`src/sv/swrpm_pkg.sv`:
```
// Shared constants, types and helpers of the sliding-window RMS and peak meter.
// No dependencies; every other file but swrpm_ram imports this package.
package swrpm_pkg;

  localparam int WINDOW      = 44100;
  localparam int SAMPLE_BITS = 16;
  localparam int OUT_W       = 16;

  localparam int ADDR_W = $clog2(WINDOW);
  localparam int MAG_W  = SAMPLE_BITS + 1;
  localparam int SQ_W   = 2 * SAMPLE_BITS - 1;
  localparam int SUM_W  = 2 * SAMPLE_BITS - 2 + $clog2(WINDOW + 1);
  localparam int ROOT_W = SAMPLE_BITS;
  localparam int TSQ_W  = 2 * ROOT_W;
  localparam int TEST_W = TSQ_W + $clog2(WINDOW + 1);

  localparam logic [ADDR_W-1:0] LAST_ADDR = ADDR_W'(WINDOW - 1);
  localparam logic [ROOT_W-1:0] ROOT_TOP  = {1'b1, {(ROOT_W-1){1'b0}}};
  localparam logic [TEST_W-1:0] WINDOW_T  = TEST_W'(WINDOW);

  localparam logic OP_PUSH   = 1'b0;
  localparam logic OP_REPORT = 1'b1;

  typedef enum logic [2:0] {
    ST_IDLE,
    ST_PUSH_RD,
    ST_PUSH_ACC,
    ST_SCAN,
    ST_SCAN_END,
    ST_ROOT_SQ,
    ST_ROOT_TEST,
    ST_OUT_WAIT
  } state_t;

  typedef struct packed {
    logic push_start;
    logic push_square;
    logic push_accum;
    logic scan_start;
    logic scan_read;
    logic root_init;
    logic root_square;
    logic root_test;
    logic out_load;
  } cmd_t;

  typedef struct packed {
    logic scan_last;
    logic root_last;
  } stat_t;

  // Magnitude of a two's complement sample; full-scale negative gives 2^(SAMPLE_BITS-1).
  function automatic logic [MAG_W-1:0] mag_f(input logic [SAMPLE_BITS-1:0] s);
    logic [MAG_W-1:0] ext;
    ext = {s[SAMPLE_BITS-1], s};
    return ext[MAG_W-1] ? (~ext + 1'b1) : ext;
  endfunction

endpackage

```
`src/sv/swrpm_ctrl.sv`:
```
// Controller of the level meter: sequences push, scan and square-root search.
// Depends on swrpm_pkg; drives swrpm_dp through cmd_t and reads stat_t.
module swrpm_ctrl (
  input  logic              clk,
  input  logic              rst_n,
  input  logic              in_valid,
  input  logic              in_operation,
  output logic              in_ready,
  output logic              out_valid,
  input  logic              out_ready,
  input  swrpm_pkg::stat_t  stat,
  output swrpm_pkg::cmd_t   cmd
);
  import swrpm_pkg::*;

  state_t state_r, state_nxt;
  logic   out_valid_r, out_valid_nxt;
  logic   slot_free;

  assign slot_free = !out_valid_r || out_ready;

  // next state
  always_comb begin
    state_nxt = state_r;
    unique case (state_r)
      ST_IDLE: begin
        if (in_valid) begin
          state_nxt = (in_operation == OP_PUSH) ? ST_PUSH_RD : ST_SCAN;
        end
      end
      ST_PUSH_RD:   state_nxt = ST_PUSH_ACC;
      ST_PUSH_ACC:  state_nxt = ST_IDLE;
      ST_SCAN: begin
        if (stat.scan_last) begin
          state_nxt = ST_SCAN_END;
        end
      end
      ST_SCAN_END:  state_nxt = ST_ROOT_SQ;
      ST_ROOT_SQ:   state_nxt = ST_ROOT_TEST;
      ST_ROOT_TEST: state_nxt = stat.root_last ? ST_OUT_WAIT : ST_ROOT_SQ;
      ST_OUT_WAIT: begin
        // hold until the output register frees
        if (slot_free) begin
          state_nxt = ST_IDLE;
        end
      end
      default:      state_nxt = ST_IDLE;
    endcase
  end

  // outputs
  always_comb begin
    cmd      = '0;
    in_ready = 1'b0;
    unique case (state_r)
      ST_IDLE: begin
        in_ready = 1'b1;
        if (in_valid) begin
          cmd.push_start = (in_operation == OP_PUSH);
          cmd.scan_start = (in_operation == OP_REPORT);
        end
      end
      ST_PUSH_RD:   cmd.push_square = 1'b1;
      ST_PUSH_ACC:  cmd.push_accum  = 1'b1;
      ST_SCAN:      cmd.scan_read   = 1'b1;
      ST_SCAN_END:  cmd.root_init   = 1'b1;
      ST_ROOT_SQ:   cmd.root_square = 1'b1;
      ST_ROOT_TEST: cmd.root_test   = 1'b1;
      ST_OUT_WAIT: begin
        if (slot_free) begin
          cmd.out_load = 1'b1;
        end
      end
      default: ;
    endcase
  end

  always_comb begin
    out_valid_nxt = out_valid_r;
    if (cmd.out_load) begin
      out_valid_nxt = 1'b1;
    end else if (out_ready) begin
      out_valid_nxt = 1'b0;
    end
  end

  always_ff @(posedge clk) begin
    if (!rst_n) begin
      state_r     <= ST_IDLE;
      out_valid_r <= 1'b0;
    end else begin
      state_r     <= state_nxt;
      out_valid_r <= out_valid_nxt;
    end
  end

  assign out_valid = out_valid_r;

endmodule

```
`config.mk`:
```
export PLATFORM = sky130hd
export DESIGN_NAME = swrpm_ctrl
export DESIGN_NICKNAME = d
export VERILOG_FILES = /design/src/sv/swrpm_pkg.sv /design/src/sv/swrpm_ctrl.sv
export SDC_FILE = /design/constraint.sdc
export NUM_CORES = 1
export LEC_CHECK = 0
export ABC_AREA = 0
export BUFFER_PORTS_ARGS = -buffer_cell sky130_fd_sc_hd__buf_2
export CAP_MARGIN = 30
export CORE_AREA = 10 10 47 49
export CTS_CLUSTER_DIAMETER = 120
export DETAILED_ROUTE_END_ITERATION = 8
export DIE_AREA = 0 0 57 59
export GPL_TIMING_DRIVEN = 0
export PLACE_DENSITY = 0.45
export SLEW_MARGIN = 20
export SYNTH_ARGS = -nofsm -noshare
export SYNTH_HDL_FRONTEND = slang
export SYNTH_SLANG_ARGS = --single-unit
```
`constraint.sdc`:
```
create_clock -name clk -period 1.1 [get_ports clk]
set_input_delay 0.22 -clock clk [delete_from_list [all_inputs] [get_ports clk]]
set_output_delay 0.22 -clock clk [all_outputs]
set_load 0.01 [all_outputs]
```
---- Word-level counts from Yosys, hierarchy flattened ----
Cells that the tools add are included.
W data, S select, Z words.
word-level totals
  logic and storage cells ................. 39
  register bits ........................... 4
  output and inout port bits .............. 11
  bits of input ports ..................... 7
operators by class
  equality and inequality tests ........... 10
  reduce and logical (&&, ||, !) cells .... 5
  bitwise operators ....................... 1
  muxes and demuxes ....................... 21
operator list
  kind                  count
  $pmux W3 S8           1
  $mux W1               15
  $eq A3 B3 Y1 const B  4
  $mux W3               3
  $eq A3 B2 Y1 const B  2
  $ne A2 B2 Y1 const B  3
  $mux W2               2
  $eq A3 B1 Y1 const B  1
  $logic_not A3 Y1      1
  $reduce_and A3 Y1     1
  $reduce_bool A2 Y1    1
  $logic_not A1 Y1      1
  $logic_or A1 B1 Y1    1
  $not A1 Y1            1

---- Logic depth before layout (Yosys ltp) ----
Gate-level depths: netlist (run 1).
  depth after elaboration ................. 5
  gate-level depth with buffers ........... 4
  gate-level depth less buffers ........... 3

---- Worst setup path before layout (run 1) ----
Ideal clock, no wire load.
  path type ............................... reg2out
  start point ............................. register state_r[2]
  end point ............................... output port cmd[8] (netlist name)
  path buffers ............................ 1
  data required time ...................... 0.880 ns
  arrival ................................. 0.982 ns
  cell stages (with the launch flop) ...... 5
  setup slack ............................. -0.102 ns
  cell sequence ........................... dfxtp_1 buf_2 nor3_2 nand2_1 nor2_1
RTL lines
  item                    RTL line          RTL
  from (decl)             swrpm_ctrl.sv:16  state_t state_r, state_nxt;
  from (signal assigned)  swrpm_ctrl.sv:92  state_r <= state_nxt;
  to (decl)               swrpm_ctrl.sv:12  output swrpm_pkg::cmd_t cmd

==> summary.log, run 1 <==
[synthesis] post-synth net total 44
[grt] GRT Util Overall 0.06753
[sta] setup slack of the critical path after layout -0.2986 ns
[sta] unrepaired setup endpoints after global routing true
[placement] HPWL after detailed placement 718.5 um
[critical_path] crit path DAT 1.18 ns
[sta] total setup violations reported at the end of the flow 12
[sta] worst clock skew on the final layout 0.007625 ns
[detailed_routing] iteration count of the initial detailed-routing pass 2
[clock_tree] latest clock arrival within the worst-skew pair 0.24 ns
[clock_tree] level count of the clock H-tree 1
[floorplanning] initial core utilization 0.2223
[outcome] result of the run complete, but fails checks
[detailed_routing] via count 392
[synthesis] synthesis-stage register bit count 4
[floorplanning] die footprint 3363 um2
[synthesis] synthesized instance count 37
[clock_tree] clock-pin slew on the worst setup and hold paths 0.03 ns
[finish] share of final-layout standard cells stronger than drive strength 1 0.7727
[grt] wire length of the first global-routing pass 1876 um
[critical_path] data required time of the critical path 0.88 ns
[power_and_ir_drop] power per cell area 929.7 nW/um2
[power_and_ir_drop] part of the total power dissipated in sequential elements 0.295
[detailed_routing] DRC Markers 0
[synthesis] post-synthesis cell type count 24
[placement] Placed Area 437.9 um2
[critical_path] type of origin of the critical path flip-flop
[placement] worst setup slack after placement -0.1908 ns
[synthesis] proportion of synthesized chip area in sequential cells 0.2570
[critical_path] top fanout value on the critical path 4
[floorplanning] Die X 57 um
[sta] Worst slew margin 0.8307
[power_and_ir_drop] internal power summed over all cells 405.7 uW
[detailed_routing] Via-to-Cell Ratio 4.780
[critical_path] internal reg-to-reg setup slack -0.04 ns
[synthesis] post-synthesis cell area 311.5 um2
[critical_path] crit end category output pin
[detailed_routing] violation count after the first detailed-routing iteration 2
[finish] number of inserted diodes 0
[critical_path] classification of the worst setup path flip-flop to output pin
[clock_tree] master cell of the clock root buffer sky130_fd_sc_hd__clkbuf_4
[sta] count of final hold-check violations 0
[synthesis] share of the synthesized area in compound gates (AO/OA/AOI/OAI) 0.2129
[outcome] violated checks negative setup slack
[run] Max Cap Viol 0
[synthesis] dominant combinational cell family by area after synthesis simple AND/OR/NAND/NOR gates
[grt] Congestion Overflow GR 0
[power_and_ir_drop] combinational cell fraction of total power 0.387
[power_and_ir_drop] leakage power of the design 0.0002978 uW
[min_path] path class of the lowest-slack min-delay path primary input to flip-flop
[clock_tree] number of buffers inserted during clock tree synthesis 3
[power_and_ir_drop] post-layout power 585.1 uW
[power_and_ir_drop] switching power share of the total 0.3066
[sta] min Tclk post-route 1.399 ns
[synthesis] xor and xnor area share after synthesis 0
[placement] gpl congestion 0.7441
[power_and_ir_drop] clock network power share 0.317
[placement] count of input and output buffers 17
[finish] post-route cell area 629.4 um2
[synthesis] fraction of the mapped netlist area in simple logic gates 0.4056
[grt] number of global-route vias before repair 425
[floorplanning] core outline area 1401 um2
[clock_tree] TritonCTS clock tree yes
[finish] Total Nets Final 75
[detailed_routing] wirelength, routed 1115 um
[grt] pin count of the biggest net entering global routing 11
[grt] initial antenna violation count 0
[sta] fmax 715.0 MHz
[sta] Tcrit/Tclk final 1.271
[detailed_routing] wire per inst 13.60 um
[synthesis] Synth Area per Inst 8.420 um2
[floorplanning] die height 59 um
[clock_tree] CTS Buffer Depth 2
[floorplanning] std cell rows 14
[sta] final count of pins violating max slew 0
[sta] transition time at the pin with the least slew margin 0.2531 ns
[floorplanning] Top Ports 18
[power_and_ir_drop] P_sw 179.4 uW
[power_and_ir_drop] IR Drop Worst-Case VDD 0.4883 mV
[finish] Syn-to-layout area delta 102.0%
[synthesis] share of cell area taken by muxes after synthesis 0
[synthesis] number of warnings issued by yosys 0
[synthesis] adder and majority cell fraction of the synthesized area 0
[detailed_routing] post-route ant nets 0
[clock_tree] number of sinks driven by the clock tree 4
critical path, cell delays in order, from the launching register on:
cell	delay (ns)
sky130_fd_sc_hd__dfxtp_2	0.33
sky130_fd_sc_hd__buf_8	0.13
sky130_fd_sc_hd__nor3_4	0.18
sky130_fd_sc_hd__and3_4	0.20
sky130_fd_sc_hd__buf_6	0.09
per-layer routing:
metal	part of all wire	vias to the layer above	GRT usage
li1	-	193	-
met1	0.38	186	0.06563
met2	0.53	11	0.1209
met3	0.072	2	0.04292
met4	0.013	0	0.01007
met5	0	-	0
power by group through the flow:
stage / clock, uW / sequential (uW) / combinational [uW]
after CTS: 191 / 169 / 203
after detailed placement: 0 / 169 / 153
final: 186 / 173 / 227
after floorplan: 0 / 167 / 104
after global placement: 0 / 170 / 154
after global routing: 200 / 174 / 247
synth_stat cells:
library cell                n  share of area
sky130_fd_sc_hd__a211o_1    1          0.028
sky130_fd_sc_hd__nand2_1    3          0.036
sky130_fd_sc_hd__o2bb2ai_1  1          0.028
sky130_fd_sc_hd__and3_1     2          0.040
sky130_fd_sc_hd__a221oi_2   1          0.048
sky130_fd_sc_hd__nand2b_1   1          0.020
sky130_fd_sc_hd__clkbuf_8   1          0.044
sky130_fd_sc_hd__buf_2      2          0.032
sky130_fd_sc_hd__and2b_2    1          0.028
sky130_fd_sc_hd__dfxtp_1    4           0.26
sky130_fd_sc_hd__nor3_2     1          0.032
sky130_fd_sc_hd__nor2_1     1          0.012
sky130_fd_sc_hd__nor3b_1    3          0.072
sky130_fd_sc_hd__and3b_2    1          0.032
sky130_fd_sc_hd__a21oi_1    1          0.016
sky130_fd_sc_hd__o21bai_1   1          0.024
sky130_fd_sc_hd__nor2b_1    2          0.040
sky130_fd_sc_hd__nand3_1    1          0.016
sky130_fd_sc_hd__nand2b_4   1          0.044
sky130_fd_sc_hd__inv_1      2          0.024
sky130_fd_sc_hd__o41ai_1    1          0.028
sky130_fd_sc_hd__a31oi_1    2          0.040
sky130_fd_sc_hd__nor3_1     2          0.032
sky130_fd_sc_hd__buf_4      1          0.024
area by class of cell:
class / count / area (um2)
Sequential cell: 4 / 86.33
Timing Repair Buffer: 26 / 186.4
Buffer: 4 / 45.04
Fill cell: 157 / 772.0
Tap cell: 16 / 20.02
Clock buffer: 3 / 22.52
Inverter: 2 / 7.507
Multi-Input combinational cell: 27 / 261.5
registers in the layout, summed over array words and instances (netlist names):
signal	cells
out_valid	1
state_r	3
per-stage QoR:
stage	hold slack, ns	util	instances	TNS (ns)
after global placement	0.4783	0.3125	70	-0.9611
final	0.2384	0.4491	82	-2.547
after detailed placement	0.4814	0.3125	70	-0.9480
after CTS	0.2134	0.4107	81	-2.746
after floorplan	0.3429	-	37	-0.1464
after global routing	0.2454	0.4491	82	-3.237
logic make-up (layout without fill, tap and decap cells):
logic type / count (synthesis) / in the layout
compound gates: 8 / 8
buf+inv: 6 / 35
flops: 4 / 4
simple gates: 19 / 19
final timing paths:
kind	startpoint	endpoint	cells after the start
setup reg to reg	state_r[1]$_SDFFE_PN0P_	state_r[1]$_SDFFE_PN0P_	4
hold reg to reg	out_valid$_SDFFE_PN0P_	out_valid$_SDFFE_PN0P_	2
hold / removal	rst_n	state_r[1]$_SDFFE_PN0P_	3
setup / recovery	state_r[1]$_SDFFE_PN0P_	cmd[5]	4
cell usage in the layout, fill, tap and decap left out, types with 2 or more instances in the layout:
master                     instances
sky130_fd_sc_hd__a31oi_1           2
sky130_fd_sc_hd__clkbuf_4          3
sky130_fd_sc_hd__nor3_4            2
sky130_fd_sc_hd__buf_6             9
sky130_fd_sc_hd__dfxtp_2           2
sky130_fd_sc_hd__nand2_1           2
sky130_fd_sc_hd__inv_1             2
sky130_fd_sc_hd__buf_2            14
sky130_fd_sc_hd__nor2b_2           2
sky130_fd_sc_hd__buf_4             6
sky130_fd_sc_hd__nor3b_2           3
timing repair:
item / in CTS / in global routing
setup buffers: 9 / 2
setup endpoints to repair: 12 / 12
gates cloned: 0 / 0
hold buffers: 0 / 0
resized for setup: 14 / 12
pin swaps: 7 / 6
No activity file was read; power rests on OpenSTA's default activity.
==> inputs of run 2 (changes only) <==
--- a/config.mk
+++ b/config.mk
@@ -18,3 +18,4 @@
 export SYNTH_ARGS = -nofsm -noshare
 export SYNTH_HDL_FRONTEND = slang
 export SYNTH_SLANG_ARGS = --single-unit
+export TNS_END_PERCENT = 20
==> summary.log, run 2 (same netlist as run 1, synthesis figures left out) <==
[critical_path] largest stage delay on the critical path 0.31 ns
[min_path] worst hold stages 3
[power_and_ir_drop] IR Drop Worst-Case VDD 0.6464 mV
[power_and_ir_drop] part of the total power dissipated in sequential elements 0.317
[critical_path] slowest library cell on the worst path sky130_fd_sc_hd__dfxtp_2
[power_and_ir_drop] combinational cell fraction of total power 0.355
[finish] Total Nets Final 73
[outcome] result of the run complete, but fails checks
[grt] number of global-route vias before repair 376
[sta] total negative setup slack -2.528 ns
[sta] final count of pins violating max slew 0
[floorplanning] std cell rows 14
[detailed_routing] iteration count of the initial detailed-routing pass 2
[floorplanning] core outline area 1401 um2
[min_path] Worst Hold Launch rst_n
[clock_tree] master cell of the clock root buffer sky130_fd_sc_hd__clkbuf_4
[sta] worst clock skew on the final layout 0.0001496 ns
[clock_tree] number of buffers inserted during clock tree synthesis 3
[detailed_routing] post-route ant nets 0
[sta] worst hold slack after final layout 0.2320 ns
[placement] Placed Area 427.9 um2
[power_and_ir_drop] clock network power share 0.329
[power_and_ir_drop] power per cell area 952.3 nW/um2
[sta] Tcrit/Tclk final 1.265
[finish] core occupancy in the finished layout 0.4089
[critical_path] classification of the worst setup path flip-flop to output pin
[critical_path] worst reg2reg endpoint state_r[1]$_SDFFE_PN0P_
[sta] fmax 718.8 MHz
[grt] pin count of the biggest net entering global routing 11
[power_and_ir_drop] switching power share of the total 0.2980
[floorplanning] die footprint 3363 um2
[finish] number of inserted diodes 0
[sta] total setup violations reported at the end of the flow 12
[power_and_ir_drop] post-layout power 545.7 uW
[grt] Congestion Overflow GR 0
[floorplanning] Die X 57 um
[critical_path] internal reg-to-reg setup slack -0.08 ns
[placement] HPWL after detailed placement 717.1 um
[clock_tree] number of sinks driven by the clock tree 4
[clock_tree] clock-pin slew on the worst setup and hold paths 0.04 ns
[critical_path] crit path from state_r[2]$_SDFFE_PN0P_
[sta] count of final hold-check violations 0
[sta] unrepaired setup endpoints after global routing true
[clock_tree] latest clock arrival within the worst-skew pair 0.23 ns
[detailed_routing] DRC Markers 0
[finish] share of final-layout standard cells stronger than drive strength 1 0.7188
[critical_path] R2R depth 6
[grt] wire length of the first global-routing pass 1538 um
[floorplanning] die height 59 um
[detailed_routing] via count 375
[power_and_ir_drop] P_sw 162.6 uW
[critical_path] critical-path cell list buf_6, buf_4, nor3b_1, buf_2
[finish] post-route cell area 573.1 um2
[sta] transition time at the pin with the least slew margin 0.2313 ns
[clock_tree] TritonCTS clock tree yes
[placement] count of input and output buffers 17
[detailed_routing] Via-to-Cell Ratio 4.688
[finish] most common cell after layout, fill and taps aside sky130_fd_sc_hd__buf_2
[clock_tree] level count of the clock H-tree 1
[sta] Worst slew margin 0.8441
[grt] GRT Util Overall 0.05887
[power_and_ir_drop] internal power summed over all cells 383.1 uW
[critical_path] crit end category output pin
[critical_path] worst reg2reg path startpoint state_r[2]$_SDFFE_PN0P_
[detailed_routing] violation count after the first detailed-routing iteration 4
[power_and_ir_drop] leakage power of the design 0.0002771 uW
[detailed_routing] wire per inst 12.79 um
[sta] setup slack of the critical path after layout -0.2911 ns
[critical_path] crit path DAT 1.17 ns
[detailed_routing] wirelength, routed 1023 um
[clock_tree] CTS Buffer Depth 2
[finish] Top reg by flops state_r
[finish] most frequent cells in the layout sky130_fd_sc_hd__buf_2, sky130_fd_sc_hd__buf_4, sky130_fd_sc_hd__buf_6
[critical_path] endpoint of the most critical setup path cmd[7]
[critical_path] type of origin of the critical path flip-flop
[floorplanning] Top Ports 18
[outcome] violated checks negative setup slack
[grt] initial antenna violation count 0
[critical_path] top fanout value on the critical path 5
[critical_path] data required time of the critical path 0.88 ns
[floorplanning] initial core utilization 0.2223
[sta] min Tclk post-route 1.391 ns
[placement] gpl congestion 0.7091
[finish] number of flip-flops in the largest register 3
[min_path] path class of the lowest-slack min-delay path primary input to flip-flop
[run] Max Cap Viol 0
[finish] Syn-to-layout area delta 83.94%
## run 2: changes by cell type in the layout (fill, tap and decap cells not counted), sizes merged
cell	previous run	this run
buf	30	28
## run 2: worst min path at each step
stage,to
floorplan,state_r[1]$_SDFFE_PN0P_
global placement,state_r[1]$_SDFFE_PN0P_
detailed placement,state_r[1]$_SDFFE_PN0P_
CTS,state_r[1]$_SDFFE_PN0P_
global route,state_r[1]$_SDFFE_PN0P_
finish,state_r[1]$_SDFFE_PN0P_
## run 2: layer usage
layer / track usage / part of all wire / up-vias
met5: 0 / 0 / -
met4: 0.06040 / 0.024 / 0
met3: 0.02146 / 0.067 / 4
met2: 0.09767 / 0.50 / 12
met1: 0.05370 / 0.41 / 171
li1: - / - / 188
## run 2: worst max-delay path, delay by kind of cell (launching register included)
family / cells / cell delay (ns)
AND/OR/NAND/NOR: 1 / 0.20
flip-flops: 1 / 0.31
buffers and inverters: 3 / 0.43
## run 2: through the flow
stage	setup slack, ns	instances
after floorplan	-0.07409	37
after CTS	-0.3063	80
after detailed placement	-0.1647	70
after global routing	-0.3289	80
final	-0.2911	80
after global placement	-0.1845	70
## run 2: layout make-up
class / instances / area, um2
Clock buffer: 3 / 22.52
Multi-Input combinational cell: 27 / 241.5
Inverter: 2 / 7.507
Buffer: 4 / 45.04
Fill cell: 153 / 828.3
Timing Repair Buffer: 24 / 150.1
Sequential cell: 4 / 86.33
Tap cell: 16 / 20.02
## run 2: power by group through the flow
stage | sequential (uW) | combinational [uW] | clock, uW
2_1_floorplan | 167 | 99.5 | 0
3_3_place_gp | 169 | 147 | 0
3_5_place_dp | 169 | 147 | 0
4_1_cts | 170 | 182 | 190
5_1_grt | 175 | 207 | 194
6_report | 173 | 193 | 179
## run 2: timing repair
item	CTS	global route
pin swaps	3	2
gates resized for setup	11	8
hold endpoints to repair	0	0
setup endpoints to repair	11	13
setup buffers	7	0
hold buffers	0	0
==> inputs of run 3 (changes only) <==
==> constraint.sdc (replaced) <==
create_clock -name clk -period 1.1 [get_ports clk]
set_input_delay 0.11 -clock clk [delete_from_list [all_inputs] [get_ports clk]]
set_output_delay 0.11 -clock clk [all_outputs]
set_load 0.01 [all_outputs]
==> summary.log, run 3 (same netlist as run 1, synthesis figures left out) <==
[outcome] result of the run complete, but fails checks
[outcome] violated checks negative setup slack
[clock_tree] number of buffers inserted during clock tree synthesis 3
[floorplanning] std cell rows 14
[critical_path] critical-path cell list buf_6, nor3_4, nand2_1, nor2_1, buf_2
[critical_path] crit end category output pin
[detailed_routing] via count 391
[detailed_routing] wirelength, routed 1103 um
[critical_path] slowest library cell on the worst path sky130_fd_sc_hd__dfxtp_2
[finish] Total Nets Final 76
[sta] total setup violations reported at the end of the flow 12
[clock_tree] level count of the clock H-tree 1
[power_and_ir_drop] P_sw 182.9 uW
[sta] unrepaired setup endpoints after global routing true
[critical_path] largest stage delay on the critical path 0.31 ns
[detailed_routing] post-route ant nets 0
[sta] transition time at the pin with the least slew margin 0.2384 ns
[critical_path] type of origin of the critical path flip-flop
[placement] HPWL after detailed placement 708.4 um
[placement] count of input and output buffers 17
[critical_path] crit path DAT 1.16 ns
[finish] number of non-filler instances in the completed layout 83
[clock_tree] CTS Buffer Depth 2
[critical_path] data required time of the critical path 0.99 ns
[sta] fmax 789.5 MHz
[sta] Tcrit/Tclk final 1.151
[power_and_ir_drop] leakage power of the design 0.0002967 uW
[min_path] path class of the lowest-slack min-delay path primary input to flip-flop
[grt] pin count of the biggest net entering global routing 7
[run] Max Cap Viol 0
[detailed_routing] iteration count of the initial detailed-routing pass 4
[clock_tree] clock-pin slew on the worst setup and hold paths 0.04 ns
[finish] Syn-to-layout area delta 89.96%
[finish] number of flip-flops in the largest register 3
[placement] gpl congestion 0.7236
[power_and_ir_drop] combinational cell fraction of total power 0.378
[floorplanning] die footprint 3363 um2
[sta] Worst slew margin 0.8393
[sta] count of final hold-check violations 0
[placement] Cell Count Post-Placement 70
[critical_path] top fanout value on the critical path 5
[power_and_ir_drop] power per cell area 998.9 nW/um2
[clock_tree] latest clock arrival within the worst-skew pair 0.24 ns
[floorplanning] Die X 57 um
[sta] worst clock skew on the final layout 0.001578 ns
[sta] total negative setup slack -1.490 ns
[finish] most frequent cells in the layout sky130_fd_sc_hd__buf_2, sky130_fd_sc_hd__buf_4, sky130_fd_sc_hd__buf_6
[detailed_routing] violation count after the first detailed-routing iteration 5
[detailed_routing] DRC Markers 0
[grt] number of global-route vias before repair 411
[finish] core occupancy in the finished layout 0.4223
[detailed_routing] Via-to-Cell Ratio 4.711
[finish] Top reg by flops state_r
[critical_path] classification of the worst setup path flip-flop to output pin
[finish] number of inserted diodes 0
[grt] wire length of the first global-routing pass 1787 um
[power_and_ir_drop] IR Drop Worst-Case VDD 0.6845 mV
[grt] GRT Util Overall 0.06531
[sta] final count of pins violating max slew 0
[sta] worst hold slack after final layout 0.1023 ns
[sta] min Tclk post-route 1.267 ns
[clock_tree] TritonCTS clock tree yes
[finish] share of final-layout standard cells stronger than drive strength 1 0.7463
[floorplanning] initial core utilization 0.2223
[detailed_routing] wire per inst 13.29 um
[power_and_ir_drop] internal power summed over all cells 408.3 uW
[finish] most common cell after layout, fill and taps aside sky130_fd_sc_hd__buf_2
[clock_tree] number of sinks driven by the clock tree 4
[power_and_ir_drop] clock network power share 0.331
[grt] Congestion Overflow GR 0
[sta] setup slack of the critical path after layout -0.1666 ns
[power_and_ir_drop] part of the total power dissipated in sequential elements 0.291
[floorplanning] die height 59 um
[grt] initial antenna violation count 0
[clock_tree] master cell of the clock root buffer sky130_fd_sc_hd__clkbuf_4
[floorplanning] Top Ports 18
[clock_tree] total of hold buffers inserted after clock tree synthesis 0
[floorplanning] core outline area 1401 um2
[power_and_ir_drop] switching power share of the total 0.3094
[power_and_ir_drop] post-layout power 591.2 uW
==> run 3: worst paths after layout <==
check / from / to / slack (ns) / cells past startpoint
worst max-delay path: state_r[2]$_SDFFE_PN0P_ / cmd[8] / -0.17 / 5
worst min-delay path: rst_n / state_r[1]$_SDFFE_PN0P_ / 0.10 / 3
worst max register to register: state_r[2]$_SDFFE_PN0P_ / state_r[0]$_SDFFE_PN0P_ / -0.10 / 4
worst min register to register: out_valid$_SDFFE_PN0P_ / out_valid$_SDFFE_PN0P_ / 0.50 / 2
==> run 3: timing repair <==
item | CTS | global route
setup buffers | 8 | 2
setup endpoints to repair | 10 | 12
pin swaps | 6 | 6
gates resized for setup | 16 | 6
endpoints found under the hold margin | 0 | 0
cloned | 0 | 0
==> run 3: power groups by stage <==
| stage | registers, uW | logic (uW) | clock network, uW |
|---|---|---|---|
| floorplan | 166 | 93.4 | 0 |
| global placement | 169 | 141 | 0 |
| detailed placement | 168 | 141 | 0 |
| CTS | 170 | 194 | 195 |
| global route | 173 | 242 | 204 |
| finish | 172 | 223 | 196 |
==> run 3: through the flow <==
step / area, um2 / worst slack [ns]
2_1_floorplan: 311.5 / 0.007569
3_3_place_gp: 416.7 / -0.06009
3_5_place_dp: 416.7 / -0.04616
4_1_cts: 556.8 / -0.2091
5_1_grt: 591.8 / -0.2430
6_report: 591.8 / -0.1666
==> run 3: metal layers <==
metal / up-vias / part of all wire / track usage
met4: 0 / 0 / 0.01007
met3: 0 / 0.10 / 0.04936
li1: 194 / - / -
met1: 185 / 0.37 / 0.05952
met2: 12 / 0.53 / 0.1163
met5: - / 0 / 0
==> run 3: final cells by class <==
type | count | area (um2)
clock buffers | 3 | 22.52
plain buffers | 4 | 45.04
flip-flops and latches | 4 | 86.33
fillers | 150 | 809.5
well taps | 16 | 20.02
inverters | 2 | 10.01
multi-input cells | 27 | 235.2
repair buffers | 27 | 172.7
==> run 3: worst max-delay path, delay by kind of cell (launching register included) <==
family | cells | cell delay, ns
buffers and inverters | 2 | 0.26
flip-flops | 1 | 0.31
AND/OR/NAND/NOR | 3 | 0.34
